$ cat config.mk
export PLATFORM = sky130hd
export DESIGN_NAME = ldmc_ctrl
export DESIGN_NICKNAME = d
export VERILOG_FILES = /design/src/rtl/ldmc_pkg.sv /design/src/rtl/ldmc_ctrl.sv
export SDC_FILE = /design/constraint.sdc
export NUM_CORES = 1
export LEC_CHECK = 0
export BUFFER_PORTS_ARGS = -buffer_cell sky130_fd_sc_hd__clkbuf_2
export CAP_MARGIN = 10
export CORE_AREA = 2 2 39 41
export CTS_CLUSTER_DIAMETER = 120
export DETAILED_ROUTE_END_ITERATION = 12
export DIE_AREA = 0 0 41 43
export PLACE_DENSITY = 0.65
export SETUP_SLACK_MARGIN = 0.1
export SYNTH_ARGS = -nofsm -noshare
export SYNTH_HDL_FRONTEND = slang
export SYNTH_SLANG_ARGS = --single-unit
$ cat constraint.sdc
create_clock -name i_clk -period 1.5 [get_ports i_clk]
set_input_delay 0.45 -clock i_clk [delete_from_list [all_inputs] [get_ports i_clk]]
set_output_delay 0.45 -clock i_clk [all_outputs]
set_load 0.02 [all_outputs]
$ cat src/rtl/ldmc_pkg.sv
package ldmc_pkg;

    localparam int unsigned AW          = 11;
    localparam int unsigned PLANE_DEPTH = 2048;

    typedef enum logic [2:0] {
        OP_BUF_RD = 3'd0,
        OP_BUF_WR = 3'd1,
        OP_REG_RD = 3'd2,
        OP_REG_WR = 3'd3,
        OP_FRAME  = 3'd4,
        OP_SCAN   = 3'd5
    } t_op;

    typedef enum logic [1:0] {
        REG_RANGE    = 2'd0,
        REG_MODE     = 2'd1,
        REG_CONTRAST = 2'd2,
        REG_SELECT   = 2'd3
    } t_reg;

    typedef enum logic [2:0] {
        S_CLR,
        S_IDLE,
        S_PREP,
        S_RD,
        S_EXEC,
        S_SCAN
    } t_state;

    localparam logic [2:0] MODE_CLEAR = 3'd4;
    localparam logic [2:0] MODE_SHOW  = 3'd5;
    localparam logic [2:0] MODE_TEST  = 3'd6;

    localparam logic [1:0] PM_SINGLE = 2'd0;
    localparam logic [1:0] PM_SPLIT  = 2'd1;

    localparam logic CFG_PLANE_MODE = 1'b0;

    localparam logic [7:0] ON_BASE  = 8'd20;
    localparam logic [6:0] OFF_BIAS = 7'd16;
    localparam logic [7:0] TEST_ON  = 8'd80;
    localparam logic [7:0] TEST_OFF = 8'd20;
    localparam logic [7:0] ALPHA_MAX = 8'hFF;

    // floor(d*0.333) and floor(d*0.667) as d*M >> 20, exact for 8-bit d
    localparam int unsigned W_SHIFT = 20;
    localparam logic [19:0] W0_MULT = 20'd349176;
    localparam logic [19:0] W1_MULT = 20'd699401;

    typedef struct packed {
        logic       accept;
        logic       clr;
        logic       prep;
        logic       rd;
        logic       exec;
        logic       load;
        logic [2:0] dot;
    } t_cmd;

    typedef struct packed {
        logic clr_last;
        logic out_free;
        t_op  op;
    } t_stat;

    function automatic logic is_result_op(t_op op);
        return (op == OP_BUF_RD) || (op == OP_REG_RD) || (op == OP_FRAME);
    endfunction

endpackage

$ cat src/rtl/ldmc_ctrl.sv
module ldmc_ctrl (
    input  logic             i_clk,
    input  logic             i_rst_n,
    input  logic             i_valid,
    output logic             o_ready,
    input  ldmc_pkg::t_stat  i_stat,
    output ldmc_pkg::t_cmd   o_cmd
);

    ldmc_pkg::t_state r_state, n_state;
    logic [2:0]       r_dot, n_dot;

    always_ff @(posedge i_clk) begin
        if (!i_rst_n) begin
            r_state <= ldmc_pkg::S_CLR;
            r_dot   <= 3'd0;
        end else begin
            r_state <= n_state;
            r_dot   <= n_dot;
        end
    end

    always_comb begin
        n_state = r_state;
        case (r_state)
            ldmc_pkg::S_CLR: begin
                if (i_stat.clr_last) n_state = ldmc_pkg::S_IDLE;
            end
            ldmc_pkg::S_IDLE: begin
                if (i_valid) n_state = ldmc_pkg::S_PREP;
            end
            ldmc_pkg::S_PREP: n_state = ldmc_pkg::S_RD;
            ldmc_pkg::S_RD:   n_state = ldmc_pkg::S_EXEC;
            ldmc_pkg::S_EXEC: begin
                if (i_stat.op == ldmc_pkg::OP_SCAN) begin
                    n_state = ldmc_pkg::S_SCAN;
                end else if (!ldmc_pkg::is_result_op(i_stat.op) || i_stat.out_free) begin
                    n_state = ldmc_pkg::S_IDLE;
                end
            end
            ldmc_pkg::S_SCAN: begin
                if (i_stat.out_free && r_dot == 3'd7) n_state = ldmc_pkg::S_IDLE;
            end
            default: n_state = ldmc_pkg::S_CLR;
        endcase
    end

    always_comb begin
        n_dot = r_dot;
        if (r_state == ldmc_pkg::S_SCAN && i_stat.out_free) n_dot = r_dot + 3'd1;
    end

    always_comb begin
        o_ready      = (r_state == ldmc_pkg::S_IDLE);
        o_cmd.accept = (r_state == ldmc_pkg::S_IDLE) && i_valid;
        o_cmd.clr    = (r_state == ldmc_pkg::S_CLR);
        o_cmd.prep   = (r_state == ldmc_pkg::S_PREP);
        o_cmd.rd     = (r_state == ldmc_pkg::S_RD);
        o_cmd.exec   = (r_state == ldmc_pkg::S_EXEC) &&
                       (!ldmc_pkg::is_result_op(i_stat.op) || i_stat.out_free);
        o_cmd.load   = (r_state == ldmc_pkg::S_SCAN) && i_stat.out_free;
        o_cmd.dot    = r_dot;
    end

`ifndef SYNTHESIS
    a_accept_prep: assert property (@(posedge i_clk) disable iff (!i_rst_n)
        (i_valid && o_ready) |=> (r_state == ldmc_pkg::S_PREP))
        else $error("accepted word did not start preparation");

    a_scan_end: assert property (@(posedge i_clk) disable iff (!i_rst_n)
        (r_state == ldmc_pkg::S_SCAN && o_cmd.load && r_dot == 3'd7)
        |=> (r_state == ldmc_pkg::S_IDLE))
        else $error("scan did not end after eighth dot");

    a_clr_hold: assert property (@(posedge i_clk) disable iff (!i_rst_n)
        (r_state == ldmc_pkg::S_CLR && !i_stat.clr_last) |=> (r_state == ldmc_pkg::S_CLR))
        else $error("clearing pass left early");
`endif

endmodule

==> results of run 1 <==
[critical path, cell delays in order]
cell and delay (ps):
clkbuf_2 100, a211oi_2 80, nor4_2 270, buf_4 180
[cells in the final DEF (no fill, tap or decap), types with 2 or more instances in the layout]
cell / Yosys / routed
nor3b_2: 0 / 2
nor2b_1: 4 / 3
ha_1: 2 / 2
clkbuf_4: 0 / 3
buf_4: 0 / 16
mux2i_1: 4 / 4
and3_1: 2 / 2
nor2_1: 3 / 3
and2_1: 2 / 2
clkbuf_8: 0 / 3
dfxtp_1: 6 / 3
dfxtp_4: 0 / 3
buf_6: 2 / 7
a21oi_1: 2 / 2
clkbuf_2: 0 / 10
[logic make-up after synthesis]
kind of cell             count (synthesis)  synth area share
AO/OA/AOI/OAI                            9             0.160
buffers and inverters                    5            0.0800
multiplexers                             4            0.0914
adder cells (fa/ha/maj)                  2            0.0571
flip-flops                               6             0.274
XOR/XNOR                                 1            0.0200
AND/OR/NAND/NOR                         21             0.317
[per-layer routing]
| layer | vias to the layer above | track usage |
|---|---|---|
| li1 | 253 | - |
| met1 | 221 | 0.200 |
| met2 | 8 | 0.288 |
| met3 | 2 | 0.0314 |
| met4 | 0 | 0.0800 |
| met5 | - | 0 |
[power groups by stage]
stage	Clock [mW]	Combinational (mW)	Sequential, mW
2_1_floorplan	0	0.140	0.188
3_3_place_gp	0	0.194	0.196
3_5_place_dp	0	0.196	0.196
4_1_cts	0.150	0.323	0.201
5_1_grt	0.162	0.345	0.205
6_report	0.142	0.313	0.203
[area by class of cell]
cell class / count / area [µm²] / share of cell area
Clock buffer: 3 / 22.5 / 0.0286
Inverter: 2 / 10.0 / 0.0127
Multi-Input combinational cell: 37 / 313 / 0.397
Sequential cell: 6 / 131 / 0.167
Tap cell: 16 / 20.0 / 0.0254
Timing Repair Buffer: 36 / 290 / 0.369
[worst paths after layout]
path,endpoint,slack (ps),cells past startpoint
min,r_state[0],510,2
min reg2reg,r_dot[1],570,2
max,o_cmd[4],-20,4
max reg2reg,r_state[2],190,5
[sequential cells by signal, summed over array words and instances, names as in the netlist]
name,cells
r_state,3
r_dot,3
[repair_timing]
item | 4_1_cts | 5_1_grt
setup endpoints to repair | 7 | 8
pin swaps | 6 | 3
hold buffers | 0 | 0
gates resized for setup | 27 | 9
setup buffers | 9 | 3
[per-stage QoR]
stage	setup slack (ps)	utilization	hold slack (ps)	instances
after floorplan	-16.1	-	571	48
after global placement	-61.5	0.439	531	88
after detailed placement	-66.9	0.439	542	88
after CTS	-43.9	0.570	497	100
after global routing	-65.4	0.569	511	100
final	-19.7	0.569	505	100
==> flow_metrics.tcl, run 1 <==
set metrics [dict create \
    cts-root-buf "clkbuf_4" \
    p_per_area_nw_per_um2 836 \
    setup_slack_ps -19.7 \
    fin_crit_sh 1.01 \
    max_freq_ghz 0.658 \
    avgRoutedWirePerCell_um 12.5 \
    critPathLaunch "i_stat[1]" \
    hold_start "i_rst_n" \
    portBuffers 17 \
    p_clk_frac 0.215 \
    fin_area_um2 787 \
    vias 484 \
    htree_levels 1 \
    async_flop_share 0 \
    die_h_um 43 \
    hold_path.class "in -> reg" \
    path_max_fanout 2 \
    irDropWorstVdd_mv 0.525 \
    maxSlewHeadroom 0.860 \
    num_rows 14 \
    synth_common_cells "6 x dfxtp_1, 4 x mux2i_1, 4 x nor2b_1, 3 x nor2_1, 3 x nor3b_1" \
    synth.top_cell.area_share 0.274 \
    violations "setup timing" \
    ys_seq_area_frac 0.274 \
    dieArea_um2 1760 \
    dominantRegCellSynth "dfxtp_1" \
    clk_pin_slew_worst_paths_ps 40 \
    clk-insertion-delay-late_ps 240 \
    grt_start_max_net_pins 10 \
    synth_fp_nets 58 \
    drt-met1-wl_um 535 \
    highest-signal-layer "met4" \
    core_um2 1380 \
    crit_path_start_kind "input port" \
    p_leak_nw 0.412 \
    power_mw 0.658 \
    setup_violations 3 \
    synthCells 48 \
    slew_viol_final 0 \
    crit_required_ps 1050 \
    ios 18 \
    synth_cell_types 27 \
    detail-route-antenna-nets 0 \
    switchingPower_mw 0.207 \
    p_sw_frac 0.315 \
    syn_area_per_cell_um2 9.12 \
    synth-edff-count 0 \
    start_util 0.316 \
    vias_per_cell 4.84 \
    grt_pass1_wl_um 2000 \
    tns_ps -42.3 \
    critPathKind "in -> out" \
    ys_ff_latch 6 \
    n_fill_cell 122 \
    endpoint_kind "output pin" \
    routed_wirelength_um 1250 \
    p_comb_frac 0.476 \
    gp_congestion 0.719 \
    antenna_cells 0 \
    cts_tree "done" \
    p_int_mw 0.451 \
    yosysMostFrequentCell "dfxtp_1" \
    grtUsageTotal 0.173 \
    worstPathArrival_ps 1070 \
    met3_length_um 33 \
    min_period_ps 1520 \
    fin_worst_skew_ps 3.36 \
    drcViolationCount 0 \
    final-hold-violation-count 0 \
    sequentialPowerShare 0.308 \
    drtIter0Drc 4 \
    r2r_start "r_state[1]" \
    dr_wl_met2_um 663 \
    dpl_cell_area_um2 607 \
    synthTopCellsByArea "dfxtp_1 27%, mux2i_1 9.1%, ha_1 5.7%, nor2b_1 5.7%, buf_6 5.1%" \
    grt_pass1_vias 469 \
    outcome "finished, violations left" \
    yosysTopAreaCell "dfxtp_1" \
    cts_buffer_depth 2 \
    yosysWarnings 0 \
    cap_violations 0 \
    drive_above_1_share 0.619 \
    firstDrtPassIters 2 \
    antenna_found_initial 0 \
    overflow 0 \
    dp_hpwl_um 732 \
    netlist_area_um2 438 \
    die_width_um 41 \
    nets 96 \
    syn_to_final_growth_pct 79.7 \
    clkSinkCount 6 \
    rsz0062_at_grt "true" \
    cts_buffers 3 \
    worst_slew_pin_slew_ps 205 \
]
Note: power is estimated with default switching activity, not from simulation.
==> run 2: changes to the inputs <==
- CELL_PAD_IN_SITES_DETAIL_PLACEMENT: default -> 0
- CELL_PAD_IN_SITES_GLOBAL_PLACEMENT: default -> 1
- CORE_AREA: 2 2 39 41 -> default
- CORE_UTILIZATION: default -> 32
- DIE_AREA: 0 0 41 43 -> default
- PLACE_DENSITY: 0.65 -> 0.81
- SETUP_SLACK_MARGIN: 0.1 -> 0.02
==> flow_metrics.tcl, run 2 (synthesized netlist as in run 1, its figures left out) <==
set metrics [dict create \
    hold_path.class "in -> reg" \
    cts_tree "done" \
    p_per_area_nw_per_um2 817 \
    start_util 0.369 \
    grtUsageTotal 0.153 \
    drtIter0Drc 10 \
    avgRoutedWirePerCell_um 11.6 \
    outcome "finished, violations left" \
    path_max_fanout 2 \
    antenna_cells 0 \
    die_h_um 39.0 \
    dp_slack_ps -77.4 \
    critPathCapture "o_cmd[4]" \
    slew_viol_final 0 \
    r2r_cells 5 \
    min_period_ps 1540 \
    maxSlewHeadroom 0.838 \
    fin_crit_sh 1.03 \
    multi_input_area_um2 329 \
    portBuffers 17 \
    dp_hpwl_um 750 \
    endpoint_kind "output pin" \
    rsz0062_at_grt "true" \
    final-hold-violation-count 0 \
    grt_pass1_vias 380 \
    drive_above_1_share 0.584 \
    r2r_slack_ps 220 \
    grt_pass1_wl_um 1560 \
    layout_commonest_cell "buf_4" \
    overflow 0 \
    n_fill_cell 114 \
    p_leak_nw 0.375 \
    max_freq_ghz 0.649 \
    critPathKind "in -> out" \
    drcViolationCount 0 \
    setup_violations 3 \
    detail-route-antenna-nets 0 \
    regArea_um2 129 \
    clk_pin_slew_worst_paths_ps 40 \
    cts_buffer_depth 2 \
    cts_hold_buf 0 \
    grt_start_max_net_pins 12 \
    worstPathArrival_ps 1090 \
    cpPeakStageDelay_ps 290 \
    gp_congestion 0.743 \
    firstDrtPassIters 3 \
    clkSinkCount 6 \
    cts_buffers 3 \
    antenna_found_initial 0 \
    hold_ws_ps 494 \
    critPathLaunch "i_stat[1]" \
    fin_worst_skew_ps 4.02 \
    crit_path_start_kind "input port" \
    die_width_um 39.0 \
    routed_wirelength_um 1050 \
    syn_to_final_growth_pct 67.4 \
    clk-insertion-delay-late_ps 240 \
    r2r_start "r_state[1]" \
    cts-root-buf "clkbuf_4" \
    crit_path_cell_trace "clkbuf_2 > a211oi_4 > nor4_4 > buf_4" \
    cap_violations 0 \
    violations "setup timing" \
    reg.largest.list "r_dot (3), r_state (3)" \
    setup_slack_ps -40.2 \
    dieArea_um2 1520 \
    num_rows 12 \
    irDropWorstVdd_mv 0.663 \
    vias_per_cell 4.97 \
    layout_common_cells "14 x buf_4, 9 x clkbuf_2, 4 x mux2i_1, 4 x clkbuf_8" \
    crit_required_ps 1050 \
    vias 452 \
    timing.rr.end "r_state[2]" \
    htree_levels 1 \
    critical-path-slowest-cell "a211oi_4" \
    ios 18 \
    nets 89 \
    core_um2 1190 \
    worst_slew_pin_slew_ps 243 \
]
[run 2: worst min-delay path by stage]
stage,from,to,slack [ps],cells past startpoint
after floorplan,r_state[2],r_state[1],570,2
after global placement,r_dot[1],r_dot[1],530,2
after detailed placement,r_dot[1],r_dot[1],540,2
after CTS,i_rst_n,r_dot[0],480,2
after global routing,i_rst_n,r_state[0],490,2
final,i_rst_n,r_dot[0],490,2
[run 2: layout make-up]
class | count | area share
clock buffers | 3 | 0.0307
inverters | 2 | 0.0102
multi-input cells | 37 | 0.449
flip-flops and latches | 6 | 0.176
well taps | 14 | 0.0239
repair buffers | 29 | 0.311
[run 2: through the flow]
stage	setup TNS (ps)	cell area, µm²	cells	utilization	total power, mW
after floorplan	-16.1	454	48	-	0.328
after global placement	-66.9	589	84	0.497	0.385
after detailed placement	-77.4	589	84	0.497	0.387
after CTS	-139	697	89	0.588	0.587
after global routing	-331	733	91	0.618	0.647
final	-87.5	733	91	0.618	0.599
[run 2: metal layers]
metal / vias up / GRT usage / share of wire / wire, µm
met2: 12 / 0.217 / 0.48 / 508
met3: 0 / 0.0694 / 0.052 / 55
met5: - / 0 / 0 / 0
li1: 238 / - / - / -
met1: 202 / 0.213 / 0.46 / 489
met4: 0 / 0.0259 / 0 / 0
[run 2: worst max-delay path: cells and delay by family]
kind            cells  cell delay [ps]
compound gates      1              290
buf+inv             2              270
simple gates        1               70
[run 2: report_power, final]
group	internal (mW)	total (mW)	switching (mW)
sequential	0.174	0.202	0.0283
clock	0.0902	0.144	0.0540
combinational	0.139	0.253	0.114
[run 2: timing repair]
| action | in CTS | in global routing |
|---|---|---|
| resized for setup | 20 | 9 |
| pin swaps | 3 | 3 |
| cloned | 0 | 0 |
| setup buffers | 2 | 2 |
| setup endpoints to repair | 7 | 7 |
